==> src/hw/rtl/dsf_delay.sv <==
// ----------------------------------------------------------------------------
// Side data delay line
// Carries data alongside a pipelined unit so that it arrives aligned.
// ----------------------------------------------------------------------------
`default_nettype none

module dsf_delay #(
  parameter int WIDTH = 8,
  parameter int DEPTH = 2
) (
  input  wire logic             clk,
  input  wire logic             en,
  input  wire logic [WIDTH-1:0] din,
  output logic      [WIDTH-1:0] dout
);

  logic [WIDTH-1:0] line [DEPTH];

  always_ff @(posedge clk) begin
    if (en) begin
      line[0] <= din;
      for (int k = 1; k < DEPTH; k++) begin
        line[k] <= line[k-1];
      end
    end
  end

  assign dout = line[DEPTH-1];

endmodule

`default_nettype wire

==> config.mk <==
export PLATFORM = sky130hd
export DESIGN_NAME = dsf_delay
export DESIGN_NICKNAME = d
export VERILOG_FILES = /design/src/hw/rtl/dsf_delay.sv
export SDC_FILE = /design/constraint.sdc
export NUM_CORES = 1
export LEC_CHECK = 0
export BUFFER_PORTS_ARGS = -buffer_cell sky130_fd_sc_hd__clkbuf_2
export CELL_PAD_IN_SITES_DETAIL_PLACEMENT = 1
export CELL_PAD_IN_SITES_GLOBAL_PLACEMENT = 1
export CORE_MARGIN = 3
export CORE_UTILIZATION = 30
export DETAILED_ROUTE_END_ITERATION = 16
export PLACE_DENSITY_LB_ADDON = 0.1
export SETUP_SLACK_MARGIN = 0.02
export SLEW_MARGIN = 20
export SYNTH_ARGS = -nofsm -noshare
export SYNTH_HDL_FRONTEND = slang
export SYNTH_SLANG_ARGS = --single-unit
==> constraint.sdc <==
create_clock -name clk -period 0.8 [get_ports clk]
set_clock_uncertainty 0.2 [all_clocks]
set_input_delay 0.08 -clock clk [delete_from_list [all_inputs] [get_ports clk]]
set_output_delay 0.08 -clock clk [all_outputs]
set_load 0.03 [all_outputs]
==> metrics.sh <==
NETLIST_AREA_UM2=541
VIAS_PER_CELL=3.82
MULTI_IN_GATES=0
POWER.SWITCHING_FRACTION_PCT=19.8
PLACE_CONGESTION=0.603
POWER.SWITCHING_mW=0.309
SETUP_VIOL=16
GRT_ANTENNA_BEFORE_REPAIR=0
HOLD_PATH_CLASS='primary input to flip-flop'
LAYOUT.CORE_UTILIZATION_PCT=44.4
REGAREA_UM2=480
FILL_CELLS=148
SYNTHESIZED_NETLIST_NET_COUNT=34
DRCVIOLATIONCOUNT=0
CRITICAL-PATH-TOP-DELAY-FAMILY='flip-flops'
WORST_SLACK_NS=-0.310
SETUP.WORST_PATH.END_CLASS='output port'
CRITPATHBUFINV=1
SEQUENCE_OF_CELLS_ON_THE_CRITICAL_PATH='clkbuf_8'
CELLINTERNALPOWER_mW=1.25
TRITONCTS='done'
TIMING_WORST_SETUP_PATH_TYPE='flip-flop to output port'
SEQPWRFRAC_PCT=65.0
NUMBER_OF_DISTINCT_STANDARD_CELLS_REFERENCED_BY_THE_SYNTHESIZED_NETLIST=2
DPL-INSTANCE-AREA_UM2=616
FIN_NETS=49
SYN_AVG_CELL_AREA_UM2=22.5
DETAIL_ROUTE.WL_PER_CELL_UM=10.3
DIODES=0
TOP_REGS='line (16)'
CRITICAL_PATH.MAX_FANOUT=1
FINAL-MAX-SLEW-VIOLATION-COUNT=0
CRIT_SLOWEST_CELL='edfxtp_1'
CTS-ROOT-TO-SINK-BUFFERS=2
IR_WORST_VDD_uV=1050
LAYOUT-AREA-OVERHEAD-VS-SYNTH_PCT=31.0
FIN_HOLD_WS_NS=-0.217
CTS_BUFFERS=3
CORE_REGION_AREA_MM2=0.00159
POWER.DENSITY_mW_PER_MM2=2200
WL_UM=629
PERIOD_NEEDED_NS=1.11
PATH_CLK_SLEW_NS=0.08
REGISTERS.TOP_BY_FF_COUNT='line'
ROOT_BUF_CELL='clkbuf_4'
SYNTHESIS.YOSYS.WARNINGS=0
NUMBER_OF_INSTANCES_IN_THE_SYNTHESIZED_NETLIST=24
POWER_FRAC_CLOCK_PCT=24.3
DRT_FIRST_ITER_VIOLATIONS=4
WORSTMARGINPINSLEW_NS=0.0895
DIE_WIDTH_UM=48.4
OUTCOME='finished with violations'
STARTPOINT_TYPE='flip-flop'
GRT_START_MAX_NET_PINS=17
VIAS_IN_THE_FIRST_GLOBAL_ROUTE=292
TIMING_HOLD_VIOLATIONS_FINAL=24
COUNT_OF_STANDARD_CELL_ROWS=14
RELSLEWSLACK_PCT=94.0
DESIGN.PORTCOUNT=18
FINAL_LAYOUT_SIZE_SUFFIX_GT1_SHARE_PCT=56.8
FIN_SETUP_TNS_NS=-2.53
VIOLATIONS='hold timing, setup timing'
POWER.STATIC_LEAKAGE_nW=0.275
FMAX_MHz=901
YS_SEQ_ELEMENTS=16
CLK-INSERTION-DELAY-LATE_NS=0.27
TOTAL_NUMBER_OF_CLOCK_TREE_SINKS=16
POSTLAYOUTCELLAREA_UM2=708
FLOORPLAN.INITIALDENSITY_PCT=33.9
WP_DATA_REQUIRED_NS=0.52
CRIT_ARRIVAL_NS=0.83
HTREE_NUM_LEVELS=1
SHARE_OF_SYNTHESIZED_AREA_OCCUPIED_BY_FLIP_FLOPS_AND_LATCHES_PCT=88.9
DIE_HEIGHT_UM=48.4
DESIGN.DIE.AREA_MM2=0.00235
SLOWEST_DELAY_NS=0.39
DRV_CAP=0
TRACK_USAGE_PCT=6.53
RSZ0062_AT_GRT='true'
ANTENNA_NETS_POST_ROUTE=0
VIA_COUNT=233
PORT_BUFFERS=17
WORST_SETUP_TIMING_SLACK_AT_THE_PLACEMENT_STAGE_NS=-0.0333
MULTIINPUTGATEAREA_UM2=0
POWER_FRAC_COMB_PCT=10.6
REPORT.POWER.TOTAL_mW=1.56
GRT_REMAINING_OVERFLOW=0
PERIOD_SHARE_PCT=139
LARGEST_REGISTER_FFS=16
DETAIL_ROUTE.FIRST_PASS.ITERATIONS=4
GRT_FIRST_PASS_WIRELENGTH_UM=1160
metrics by stage:
stage	hold slack [ns]	cells
final	-0.217	61
after global placement	0.0589	58
after CTS	-0.226	61
after floorplan	-0.0211	24
after detailed placement	0.0596	58
after global routing	-0.228	61
layout make-up:
class / count / share of cell area (%)
flip-flops and latches: 16 / 67.8
repair buffers: 18 / 24.7
well taps: 24 / 4.24
clock buffers: 3 / 3.18
synth_stat cells, drive strengths merged:
library cell / count / area, µm²
edfxtp: 16 / 480
buf: 8 / 60.1
routing by layer:
layer / GRT usage, % / part of all wire (%)
met1: 6.97 / 45
met2: 10.1 / 45
met3: 2.45 / 9.5
met4: 5.69 / 0
met5: 0 / 0
cells in the final DEF, fill, tap and decap left out:
master and n:
edfxtp_1 16, clkbuf_2 9, clkbuf_8 8, clkbuf_4 3
buf_12 1
power groups by stage:
stage | registers, mW | logic [mW] | clock network [mW]
finish | 1.01 | 0.166 | 0.379
global placement | 1.02 | 0.125 | 0
detailed placement | 1.03 | 0.129 | 0
global route | 1.02 | 0.176 | 0.432
CTS | 1.01 | 0.168 | 0.398
floorplan | 1.03 | 0.109 | 0
what timing repair did:
item	4_1_cts	5_1_grt
resized for setup	16	0
endpoints found under the setup margin	16	16
endpoints found under the hold margin	24	24
setup buffers	0	0
path summary, 6_finish.rpt:
check	startpoint	end	slack, ns	depth (start not counted)
max	line[0][10]$_DFFE_PP_	dout[2]	-0.31	1
min	din[3]	line[0][3]$_DFFE_PP_	-0.22	1
max reg2reg	line[0][4]$_DFFE_PP_	line[0][12]$_DFFE_PP_	-0.03	0
min reg2reg	line[0][6]$_DFFE_PP_	line[0][14]$_DFFE_PP_	0.23	0
kinds of logic (layout without fill, tap and decap cells):
logic type | after synthesis | after routing | synth area share (%)
buf+inv | 8 | 21 | 11.1
flops | 16 | 16 | 88.9
Power figures use the tool's default switching activity.
