==> src/hw/rtl/dsf_pkg.sv <==
// ----------------------------------------------------------------------------
// Damped spring force package
// Shared widths, register indexes and helpers for the spring force pipeline.
// ----------------------------------------------------------------------------
`default_nettype none

package dsf_pkg;

  localparam int DATA_W        = 32;
  localparam int DIFF_W        = DATA_W + 1;
  localparam int SQ_W          = 2 * DIFF_W;
  localparam int LEN_W         = SQ_W / 2;
  localparam int REM_W         = LEN_W + 3;
  localparam int EXT_W         = LEN_W + 1;
  localparam int REST_W        = 31;
  localparam int CFG_IDX_W     = 2;
  localparam int DEF_FRAC_BITS = 16;

  localparam logic [CFG_IDX_W-1:0] REG_STIFFNESS   = 2'd0;
  localparam logic [CFG_IDX_W-1:0] REG_REST_LENGTH = 2'd1;
  localparam logic [CFG_IDX_W-1:0] REG_DAMPING     = 2'd2;

  typedef logic signed [DIFF_W-1:0] diff_t;

  // Magnitude of a coordinate difference; it never reaches the negative limit.
  function automatic logic [DIFF_W-1:0] mag_of(diff_t v);
    logic [DIFF_W-1:0] m;
    m = v[DIFF_W-1] ? DIFF_W'(-v) : DIFF_W'(v);
    return m;
  endfunction

endpackage

`default_nettype wire

==> src/hw/rtl/dsf_div.sv <==
// ----------------------------------------------------------------------------
// Pipelined unit-vector divider
// Restoring division of a scaled magnitude by the length, one bit per stage.
// ----------------------------------------------------------------------------
`default_nettype none

module dsf_div #(
  parameter int FRAC_BITS = dsf_pkg::DEF_FRAC_BITS
) (
  input  wire logic                        clk,
  input  wire logic                        en,
  input  wire logic [dsf_pkg::DIFF_W-1:0]  num_mag,
  input  wire logic [dsf_pkg::LEN_W-1:0]   den,
  output logic      [FRAC_BITS:0]          quo
);

  import dsf_pkg::*;

  localparam int NUM_W = DIFF_W + FRAC_BITS;
  localparam int Q_W   = FRAC_BITS + 1;

  logic [NUM_W-1:0] rem_q [Q_W];
  logic [LEN_W-1:0] den_q [Q_W];
  logic [Q_W-1:0]   quo_q [Q_W];

  // The magnitude never exceeds the length, so the quotient fits in Q_W bits.
  for (genvar s = 0; s < Q_W; s++) begin : g_step
    logic [NUM_W-1:0] rem_prev;
    logic [LEN_W-1:0] den_prev;
    logic [Q_W-1:0]   quo_prev;
    logic [NUM_W-1:0] dsh;
    logic             fit;

    if (s == 0) begin : g_first
      assign rem_prev = {num_mag, {FRAC_BITS{1'b0}}};
      assign den_prev = den;
      assign quo_prev = '0;
    end else begin : g_rest
      assign rem_prev = rem_q[s-1];
      assign den_prev = den_q[s-1];
      assign quo_prev = quo_q[s-1];
    end

    assign dsh = NUM_W'(den_prev) << (FRAC_BITS - s);
    assign fit = rem_prev >= dsh;

    always_ff @(posedge clk) begin
      if (en) begin
        rem_q[s] <= fit ? rem_prev - dsh : rem_prev;
        den_q[s] <= den_prev;
        quo_q[s] <= {quo_prev[Q_W-2:0], fit};
      end
    end
  end

  assign quo = quo_q[Q_W-1];

endmodule

`default_nettype wire

==> config.mk <==
export PLATFORM = sky130hd
export DESIGN_NAME = dsf_div
export DESIGN_NICKNAME = d
export VERILOG_FILES = /design/src/hw/rtl/dsf_pkg.sv /design/src/hw/rtl/dsf_div.sv
export SDC_FILE = /design/constraint.sdc
export NUM_CORES = 2
export LEC_CHECK = 0
export BUFFER_PORTS_ARGS = -buffer_cell sky130_fd_sc_hd__buf_2
export CORE_ASPECT_RATIO = 2
export CORE_MARGIN = 2
export CORE_UTILIZATION = 60
export DETAILED_ROUTE_END_ITERATION = 6
export GPL_TIMING_DRIVEN = 0
export PLACE_DENSITY = 0.84
export SETUP_SLACK_MARGIN = 0.4
export SLEW_MARGIN = 15
export SYNTH_ARGS = -nofsm -noshare
export SYNTH_HDL_FRONTEND = slang
export SYNTH_SLANG_ARGS = --single-unit
export TNS_END_PERCENT = 10
==> constraint.sdc <==
create_clock -name clk -period 4.1 [get_ports clk]
set_input_delay 0.615 -clock clk [delete_from_list [all_inputs] [get_ports clk]]
set_output_delay 0.615 -clock clk [all_outputs]
set_load 0.02 [all_outputs]
==> reports/results.ini <==
[timing]
tightest_slew_ps = 1180
fin_tns_setup_ps = -128.8
finalCritPeriodShare = 1.011
hold_violations = 1
maxSlewHeadroom = 0.2061
rsz0062_at_grt = yes
period_needed_ps = 4145
hold_slack_ps = -1.936
setup_ws_ps = -45.08
fin_worst_skew_ps = 46.68
drv_slew = 0
setup_viol = 16
clock.fmax_ghz = 0.2413

[placed_design]
dp_hpwl_um = 208700
place.gp.congestion = 1.093
port_buffers = 84
placedCellCount = 9175

[route]
drc = 0
drt_iter0_drc = 4466
dr_total_vias = 61760
detail_route.wl_per_cell_um = 28.71
wl_um = 274100
ant_nets = 0
vias_per_cell = 6.469
dr.pass1.iters = 7

[cts]
cts-root-buf = clkbuf_16
cts_tree = done
cts.sink_count = 1329
path_clk_slew_ps = 70
clk_latency_ps = 820
htree_levels = 3
cts_buffer_depth = 3
numCtsBuffers = 118

[floorplan]
ioPinCount = 85
rows = 187
die-area_mm2 = 0.1341
core_area_mm2 = 0.1299
die_x_um = 259.9
floorplan.initialDensity = 0.6053
die-height_um = 515.8

[critical_path]
r2r_end = rem_q[0][508]
rr_startpoint = rem_q[0][460]
critPathKind = flip-flop to flip-flop
critPathLaunchType = flip-flop
reg2reg_slack_ps = -50
cp.required_ps = 4630
endpoint_kind = flip-flop
reg2reg_depth = 11
cp.arrival_ps = 4680
critPathMaxFanout = 6

[flow_run]
drv_cap = 0

[power_and_ir_drop]
cellPowerDensity_mw_per_mm2 = 749.9
leakagePower_nw = 36.08
irDropWorstVdd_mv = 0.5456

[synthesis]
synth_edf_count = 1329
synth_area_leaders = edfxtp_1 51%, ha_1 8.9%, a21oi_1 4.4%
syn_inst = 7374
synth-async-reset-ratio = 0
synth_top_cell_by_area = edfxtp_1
ys_seq_area_frac = 0.5078
ys_warn_count = 0
avgSynthCellArea_um2 = 10.66
synthesis.area_mm2 = 0.07860
synth_cell_types = 90
syn_nets = 8018
synth_top_area_frac = 0.5078
ys.flop_type = edfxtp_1
synth-seq-cells = 1329

[min_path]
hold_start = den[14]
worstHoldEndpoint = den_q[0][14]
hold_path_depth = 1
hold_class = primary input to flip-flop

[global_routing]
antenna_found_initial = 17
grt_max_degree = 165
grtUsageTotal = 0.4051
grt_pass1_wl_um = 389800
grt_pass1_vias = 65370
grt-ovfl-total = 0

[finish]
final_nets = 8378
areaGrowthSynthToFinish_pct = 13.37
fin_cells = 9547
drive_gt1_frac = 0.1223

[run_status]
status = finished with violations
failed_checks = hold timing, setup timing

[cell usage in the layout, fill, tap and decap left out, types with 49 or more instances in the layout]
cell / instances
nand2b_1: 90
buf_2: 103
nand3_1: 127
nand2_1: 521
o21ai_0: 412
nor3_1: 98
xor2_1: 234
o21bai_1: 70
nor2_1: 454
xnor2_1: 334
and3_1: 54
o21a_1: 58
a21oi_1: 654
nor2b_1: 64
ha_1: 547
clkbuf_1: 114
mux2_2: 132
clkbuf_16: 119
a31oi_1: 49
a21o_1: 322
edfxtp_1: 1329
nand4_1: 98
buf_4: 123
inv_1: 712
[flip-flops by register name, summed over array words and instances, names as in the netlist]
name	count
rem_q	648
quo_q	153
den_q	528
[worst max-delay path by stage]
stage / start / cells past startpoint / slack, ps / endpoint
after floorplan: den[14] / 13 / 600 / rem_q[0][29]
after global placement: en / 1 / -18290 / quo_q[0][276]
after detailed placement: den_q[0][170] / 13 / -2280 / rem_q[0][309]
after CTS: den_q[0][330] / 11 / 180 / rem_q[0][580]
after global routing: den_q[0][329] / 14 / -60 / rem_q[0][508]
final: rem_q[0][460] / 11 / -50 / rem_q[0][508]
[area by class of cell]
type	count	area, um2
buffer	203	1235
timing repair buffer	240	2092
tap	1701	2128
multi-input combinational	5122	36980
antenna	13	32.53
sequential	1329	39910
clock buffer	137	3024
clock inverter	82	972.2
fill	9462	40760
inverter	720	2730
[Yosys cell counts, types with 16 or more instances]
cell type     n
inv_1       718
or3_1        44
and4_1       18
o211ai_1     36
xnor2_1     337
o2111ai_1    20
nor2b_1      65
a21oi_1     684
and3_1       57
o31ai_1      43
and2_1       39
nor2_1      466
o21ai_0     460
nor4_1       48
ha_1        560
or2_2        28
o21bai_1     76
nand3b_1     16
clkbuf_1    154
buf_2        30
a211oi_1     44
nand4_1      98
nand3_1     138
nand2_1     534
nor3_1      115
mux2_2      135
or4_1        18
fa_1         16
a31o_2       16
o21a_1       59
nand2b_1     90
edfxtp_1   1329
a31oi_1      59
a21boi_0     22
xor2_1      235
a21o_1      323
[what timing repair did]
action,in CTS,in global routing
hold buffers,14,6
gates resized for setup,373,229
cloned,0,1
hold endpoints to repair,14,6
buffers inserted,57,61
setup endpoints to repair,659,625
pin swaps,43,41
[per-layer routing]
metal | vias up | part of all wire | wire (um) | global-route usage
met2 | 2814 | 0.54 | 148900 | 0.7831
met5 | - | 0.00024 | 65 | 0
met1 | 29350 | 0.22 | 61340 | 0.2315
li1 | 27680 | - | - | -
met3 | 1901 | 0.052 | 14390 | 0.09525
met4 | 10 | 0.18 | 49440 | 0.5857
[power by group]
group	switching (W)	total, W	internal (W)
clock	0.00556	0.0118	0.00621
combinational	0.0200	0.0327	0.0127
sequential	0.00237	0.0223	0.0200
total	0.0280	0.0668	0.0389
[through the flow]
stage	power, W	cell area (um2)	util	worst slack, ps	hold slack, ps
finish	0.06682	89100	0.6861	-45.08	-1.936
global route	0.06965	89080	0.6860	-63.66	3.417
CTS	0.06447	87640	0.6749	179.1	0.4214
detailed placement	0.05160	81530	0.6279	-2282	404.5
global placement	0.05122	81140	0.6249	-18290	400.5
floorplan	0.04195	78600	-	601.2	400.3
[worst max-delay path, stage by stage, from the launching register on]
cell and delay [ps]:
edfxtp_1 440, ha_1 390, nand4_1 160, nor2_2 80, nand4_1 670, o21ai_2 130
a2111oi_4 320, o21ai_4 200, nor3_4 720, clkinvlp_4 260, buf_6 200, mux2_2 270
[logic make-up after synthesis]
family                     share of synthesized area
muxes                                        0.02017
buffers and inverters                        0.04499
adders and majority gates                    0.09322
DFF                                           0.5078
xor gates and xnor gates                     0.06374
AOI/OAI and AO/OA                             0.1593
and+or+nand+nor                               0.1108
No activity file was read; power rests on OpenSTA's default activity.
