$ cat src/hw/rtl/dsf_pkg.sv
// ----------------------------------------------------------------------------
// Damped spring force package
// Shared widths, register indexes and helpers for the spring force pipeline.
// ----------------------------------------------------------------------------
`default_nettype none

package dsf_pkg;

  localparam int DATA_W        = 32;
  localparam int DIFF_W        = DATA_W + 1;
  localparam int SQ_W          = 2 * DIFF_W;
  localparam int LEN_W         = SQ_W / 2;
  localparam int REM_W         = LEN_W + 3;
  localparam int EXT_W         = LEN_W + 1;
  localparam int REST_W        = 31;
  localparam int CFG_IDX_W     = 2;
  localparam int DEF_FRAC_BITS = 16;

  localparam logic [CFG_IDX_W-1:0] REG_STIFFNESS   = 2'd0;
  localparam logic [CFG_IDX_W-1:0] REG_REST_LENGTH = 2'd1;
  localparam logic [CFG_IDX_W-1:0] REG_DAMPING     = 2'd2;

  typedef logic signed [DIFF_W-1:0] diff_t;

  // Magnitude of a coordinate difference; it never reaches the negative limit.
  function automatic logic [DIFF_W-1:0] mag_of(diff_t v);
    logic [DIFF_W-1:0] m;
    m = v[DIFF_W-1] ? DIFF_W'(-v) : DIFF_W'(v);
    return m;
  endfunction

endpackage

`default_nettype wire

$ cat src/hw/rtl/dsf_sqrt.sv
// ----------------------------------------------------------------------------
// Pipelined integer square root
// Digit-by-digit floor square root, one result bit per register stage.
// ----------------------------------------------------------------------------
`default_nettype none

module dsf_sqrt (
  input  wire logic                       clk,
  input  wire logic                       en,
  input  wire logic [dsf_pkg::SQ_W-1:0]   rad_in,
  output logic      [dsf_pkg::LEN_W-1:0]  root_out
);

  import dsf_pkg::*;

  logic [SQ_W-1:0]  rad_q  [LEN_W];
  logic [REM_W-1:0] rem_q  [LEN_W];
  logic [LEN_W-1:0] root_q [LEN_W];

  for (genvar k = 0; k < LEN_W; k++) begin : g_step
    logic [SQ_W-1:0]  rad_prev;
    logic [REM_W-1:0] rem_prev;
    logic [LEN_W-1:0] root_prev;
    logic [REM_W-1:0] rem_sh;
    logic [REM_W-1:0] trial;
    logic             fit;

    if (k == 0) begin : g_first
      assign rad_prev  = rad_in;
      assign rem_prev  = '0;
      assign root_prev = '0;
    end else begin : g_rest
      assign rad_prev  = rad_q[k-1];
      assign rem_prev  = rem_q[k-1];
      assign root_prev = root_q[k-1];
    end

    // Bring down the next two radicand bits and try root*4+1.
    assign rem_sh = {rem_prev[REM_W-3:0], rad_prev[SQ_W-1 -: 2]};
    assign trial  = {1'b0, root_prev, 2'b01};
    assign fit    = rem_sh >= trial;

    always_ff @(posedge clk) begin
      if (en) begin
        rad_q[k]  <= rad_prev << 2;
        rem_q[k]  <= fit ? rem_sh - trial : rem_sh;
        root_q[k] <= {root_prev[LEN_W-2:0], fit};
      end
    end
  end

  assign root_out = root_q[LEN_W-1];

endmodule

`default_nettype wire

$ cat config.mk
export PLATFORM = sky130hd
export DESIGN_NAME = dsf_sqrt
export DESIGN_NICKNAME = d
export VERILOG_FILES = /design/src/hw/rtl/dsf_pkg.sv /design/src/hw/rtl/dsf_sqrt.sv
export SDC_FILE = /design/constraint.sdc
export NUM_CORES = 2
export LEC_CHECK = 0
export BUFFER_PORTS_ARGS = -buffer_cell sky130_fd_sc_hd__buf_2
export CORE_MARGIN = 2
export CORE_UTILIZATION = 51
export DETAILED_ROUTE_END_ITERATION = 7
export PLACE_DENSITY_LB_ADDON = 0.25
export SLEW_MARGIN = 20
export SYNTH_ARGS = -nofsm -noshare
export SYNTH_HDL_FRONTEND = slang
export SYNTH_MEMORY_MAX_BITS = 65536
export SYNTH_SLANG_ARGS = --single-unit
$ cat constraint.sdc
create_clock -name clk -period 3.8 [get_ports clk]
set_input_delay 0.76 -clock clk [delete_from_list [all_inputs] [get_ports clk]]
set_output_delay 0.76 -clock clk [all_outputs]
set_load 0.03 [all_outputs]
==> results by stage <==
Detailed routing:
- The total via count after detailed routing is 74813.
- Summed over all nets, wire length on met2 after detailed routing comes to 124 mm.
- Once detail routing completed, the nets flagged for antenna violations numbered 0.
- The total DRC errors in the routed layout is 0.
- Summed over all layers, the routed wires come to 244 mm.
- The highest metal layer with signal wires is met4.
- In this run, the number of DRC markers left after iteration 0 of detailed routing was 5642.
- Using the TritonRoute via totals, the vias-per-cell ratio works out to 5.59.
- The post-detailed-route wirelength per cell is 18.2 um.
- The detailed-routing wirelength on met1 is 102 mm.
- The detailed-routed wire length on met3 is 9.80 mm.
- The first detailed-routing pass took 6 iterations.

Power:
- The share of total power dissipated in combinational logic is 21.6%.
- In this run the power density over the cells is 612 nW/um^2.
- The switching share of total power is 28.2%.
- The internal power of the cells totals 0.0611 W.
- The share of power burned in registers is 46.7%.
- The analysis attributes to net switching a power of 0.0240 W.
- The leakage dissipation is 53.4 nW.
- The share of total power dissipated in the clock network is 31.6%.
- IR analysis of the VDD net gives a maximum drop of 0.000579 V.

Placement:
- OpenSTA, run right after detailed placement, puts the worst setup slack at 0.0121 ns.
- The routability-driven placement congestion ratio is 0.920.
- The count of input and output buffers is 100.
- Summed over all nets, the half-perimeter wirelength after detailed placement is 176 mm.
- The number of placed instances, taps included is 12811.

Logic synthesis:
- The fraction of synthesized area in multiplexers is 0.878%.
- The synthesized netlist devotes 9.68% of its cell area to compound gates.
- The post-synthesis simple-gate area fraction is 9.73%.
- The post-synthesis cell area is 123000 um^2.
- In this run the biggest area consumer among cell types represents 64.6% of the synthesized area.
- The cell count after synthesis is 9512.
- By area the synthesized netlist is led by sky130_fd_sc_hd__edfxtp_1 (65%), sky130_fd_sc_hd__ha_1 (6.0%), sky130_fd_sc_hd__xnor2_1 (3.3%).
- The main combinational cell family by area after synthesis is simple AND/OR/NAND/NOR gates.
- The Yosys warning count is 0.
- The share of async-settable or async-resettable flops after synthesis is 0%.
- Of the total synthesized cell area, the portion taken by full adders, half adders and majority gates is 6.04%.
- Synthesis inferred 2654 register bits.
- After Yosys synthesis, XOR and XNOR cells account for 6.22% of the synthesized area.
- When the netlist entered floorplanning its net count stood at 10176.
- The most used flip-flop cell after synthesis is sky130_fd_sc_hd__edfxtp_1.
- The number of synthesized flops with an enable pin is 2654.
- Of the synthesized area, sequential elements account for 64.6%.
- The cell accounting for the most synthesized area is sky130_fd_sc_hd__edfxtp_1.
- The count of different cell masters after synthesis is 94.
- The synthesized area per cell is 13.0 um^2.

Layout:
- The finished layout holds 13384 standard cells, fillers aside.
- Registers take 79700 um^2.
- The total of fill cells in the finished design is 18975.
- Summing all multi-input logic gate instances after layout gives 40400 um^2.
- The final layout contains 10649 nets.
- The share of cells above drive strength 1 is 8.94%.
- From synthesis to final layout, the design area changed by 12.7%.

STA:
- The max-slew violation count is 0.
- The final critical path takes up 96.0% of the cycle.
- The highest attainable clock frequency is 274 MHz.
- The least setup slack across all paths after layout is 0.151 ns.
- The final setup violation count is 0.
- The transition at the pin with the smallest max-transition slack is 0.735 ns.
- The setup TNS is 0 ns.
- The clock tree skew after final layout is 0.0800 ns.
- The minimum clock period is 3.65 ns.
- The worst slew slack as a fraction of its limit is 51.0%.
- The final-report hold violation count is 0.

Clock network:
- The clock transition at the registers of the reported paths is 0.06 ns.
- The buffer cell driving the clock tree root is sky130_fd_sc_hd__clkbuf_16.
- Buffers inserted during clock tree synthesis total 296.
- The clock sink count is 2654.
- The maximum level of the CTS H-tree is 5.
- After clock tree synthesis, the setup repair step added 0 buffers.
- The maximum clock path buffer count is 4.
- At the later pin of the worst-skew pair, clock insertion delay measures 0.93 ns.
- TritonCTS built the clock tree.

Floorplanning:
- The floorplan step set the die height to 496 um.
- The initial core utilization is 51.3%.
- The area of the die is 246000 um^2.
- The total I/O pin count is 101.
- The x dimension of the die is 496 um.
- After floorplanning, the core was divided into 180 placement rows.
- The total area inside the core boundary comes to 241000 um^2.

Setup path:
- The category of the worst setup path capture point is a register.
- The data arrival time of the critical path is 4.28 ns.
- The worst setup path is launched from a register.
- Of all nets on the critical path, the largest fanout is 4.
- The required time of the critical path is 4.43 ns.
- The critical path is of the register to register type.

Min path:
- The class of the worst hold path is input pin to register.

Job:
- The number of max-cap violations is 0.

Status:
- The flow ran to the end, and the final reports show no timing, DRC or antenna violations.

GRT:
- The first global-routing pass estimated 389 mm of wire.
- The total overflow left after global routing is 0.
- The total routing usage reported by global routing is 19.6%.
- The number of antenna violations at the first check in global routing came to 2.
- The via count of the first global-routing pass is 73728.
- Entering global routing, the biggest net connects 129 pins.
layer usage:
layer	vias to the layer above	GRT usage [%]
met2	1764	34.7
met4	0	6.70
met3	526	2.47
met1	36314	24.9
met5	-	0
li1	36209	-
kinds of logic after synthesis:
group | Yosys count
compound gates | 1930
xor+xnor | 876
fa+ha+maj | 596
buf+inv | 944
flops | 2654
mux | 97
other cells | 1
simple gates | 2414
power groups by stage:
stage	registers, W	logic (W)	clock network (W)
floorplan	0.0392	0.0135	0
global placement	0.0404	0.0177	0
detailed placement	0.0404	0.0181	0
global route	0.0402	0.0206	0.0288
CTS	0.0399	0.0183	0.0277
finish	0.0398	0.0184	0.0269
synth_stat cells, types with 47 or more instances:
| cell type | n |
|---|---|
| sky130_fd_sc_hd__edfxtp_1 | 2654 |
| sky130_fd_sc_hd__inv_1 | 755 |
| sky130_fd_sc_hd__a21oi_1 | 627 |
| sky130_fd_sc_hd__nand2_1 | 605 |
| sky130_fd_sc_hd__ha_1 | 596 |
| sky130_fd_sc_hd__nor2_1 | 591 |
| sky130_fd_sc_hd__o21ai_0 | 474 |
| sky130_fd_sc_hd__xnor2_1 | 465 |
| sky130_fd_sc_hd__xor2_1 | 411 |
| sky130_fd_sc_hd__a21o_1 | 262 |
| sky130_fd_sc_hd__nor3_1 | 229 |
| sky130_fd_sc_hd__clkbuf_1 | 156 |
| sky130_fd_sc_hd__nand3_1 | 156 |
| sky130_fd_sc_hd__nor4_1 | 140 |
| sky130_fd_sc_hd__nand2b_1 | 116 |
| sky130_fd_sc_hd__nand4_1 | 102 |
| sky130_fd_sc_hd__or3_1 | 100 |
| sky130_fd_sc_hd__o21a_1 | 96 |
| sky130_fd_sc_hd__nor2b_1 | 92 |
| sky130_fd_sc_hd__mux2_2 | 90 |
| sky130_fd_sc_hd__o21bai_1 | 72 |
| sky130_fd_sc_hd__o31ai_1 | 65 |
| sky130_fd_sc_hd__a31oi_1 | 53 |
| sky130_fd_sc_hd__or4_1 | 52 |
| sky130_fd_sc_hd__and3_1 | 47 |
through the flow:
step	total power [W]	instance area, um^2	util (%)	hold WS, ns
floorplan	0.0527	123000	-	0.400
global placement	0.0581	129000	53.8	0.400
detailed placement	0.0585	129000	53.8	0.405
CTS	0.0859	139000	57.8	0.000307
global route	0.0896	139000	57.8	0.00425
finish	0.0852	139000	57.8	0.0480
cell usage in the layout, fill, tap and decap left out, drive strengths merged, types with 122 or more instances in the layout:
master  count
nor4      143
ha        596
nor2      594
edfxtp   2654
o21ai     478
xnor2     465
xor2      411
clkinv    122
inv       765
nand3     158
nand2     606
clkbuf    353
a21o      262
nor3      231
a21oi     627
buf       299
worst paths after layout:
path | from | endpoint | slack (ns) | cells past startpoint
setup / recovery | root_q[0][825] | rem_q[0][961] | 0.15 | 13
hold / removal | rad_in[48] | rad_q[0][48] | 0.05 | 1
setup reg to reg | root_q[0][825] | rem_q[0][961] | 0.15 | 13
hold reg to reg | rad_q[0][799] | rad_q[0][865] | 0.35 | 0
worst max-delay path: stages (launching register included):
cell                        delay [ns]
sky130_fd_sc_hd__edfxtp_1         0.52
sky130_fd_sc_hd__inv_1            0.08
sky130_fd_sc_hd__ha_1             0.34
sky130_fd_sc_hd__o21ai_0          0.17
sky130_fd_sc_hd__a2111oi_0        0.48
sky130_fd_sc_hd__buf_4            0.22
sky130_fd_sc_hd__a21oi_1          0.16
sky130_fd_sc_hd__a21oi_2          0.29
sky130_fd_sc_hd__o41ai_4          0.12
sky130_fd_sc_hd__o21a_1           0.27
sky130_fd_sc_hd__a21o_1           0.21
sky130_fd_sc_hd__nor2b_1          0.14
sky130_fd_sc_hd__xnor2_1          0.12
sky130_fd_sc_hd__mux2_2           0.27
state kept, by name (all words and copies together), names as in the netlist:
signal,cells
rad_q,1056
rem_q,1037
root_q,561
repair_timing:
action / CTS / global route
gates cloned: 0 / 0
pin swaps: 0 / 1
hold buffers: 60 / 1
resized for setup: 1 / 22
endpoints found under the setup margin: 1 / 100
endpoints found under the hold margin: 60 / 1
area by class of cell:
cell class                      instances  share of cell area [%]
Clock inverter                        157                   0.992
Tap cell                             3185                    2.86
Sequential cell                      2654                    57.3
Antenna cell                            2                 0.00360
Multi-Input combinational cell       5914                    29.0
Clock buffer                          353                    5.55
Inverter                              759                    2.05
Timing Repair Buffer                  360                    2.25
Power figures use the tool's default switching activity.
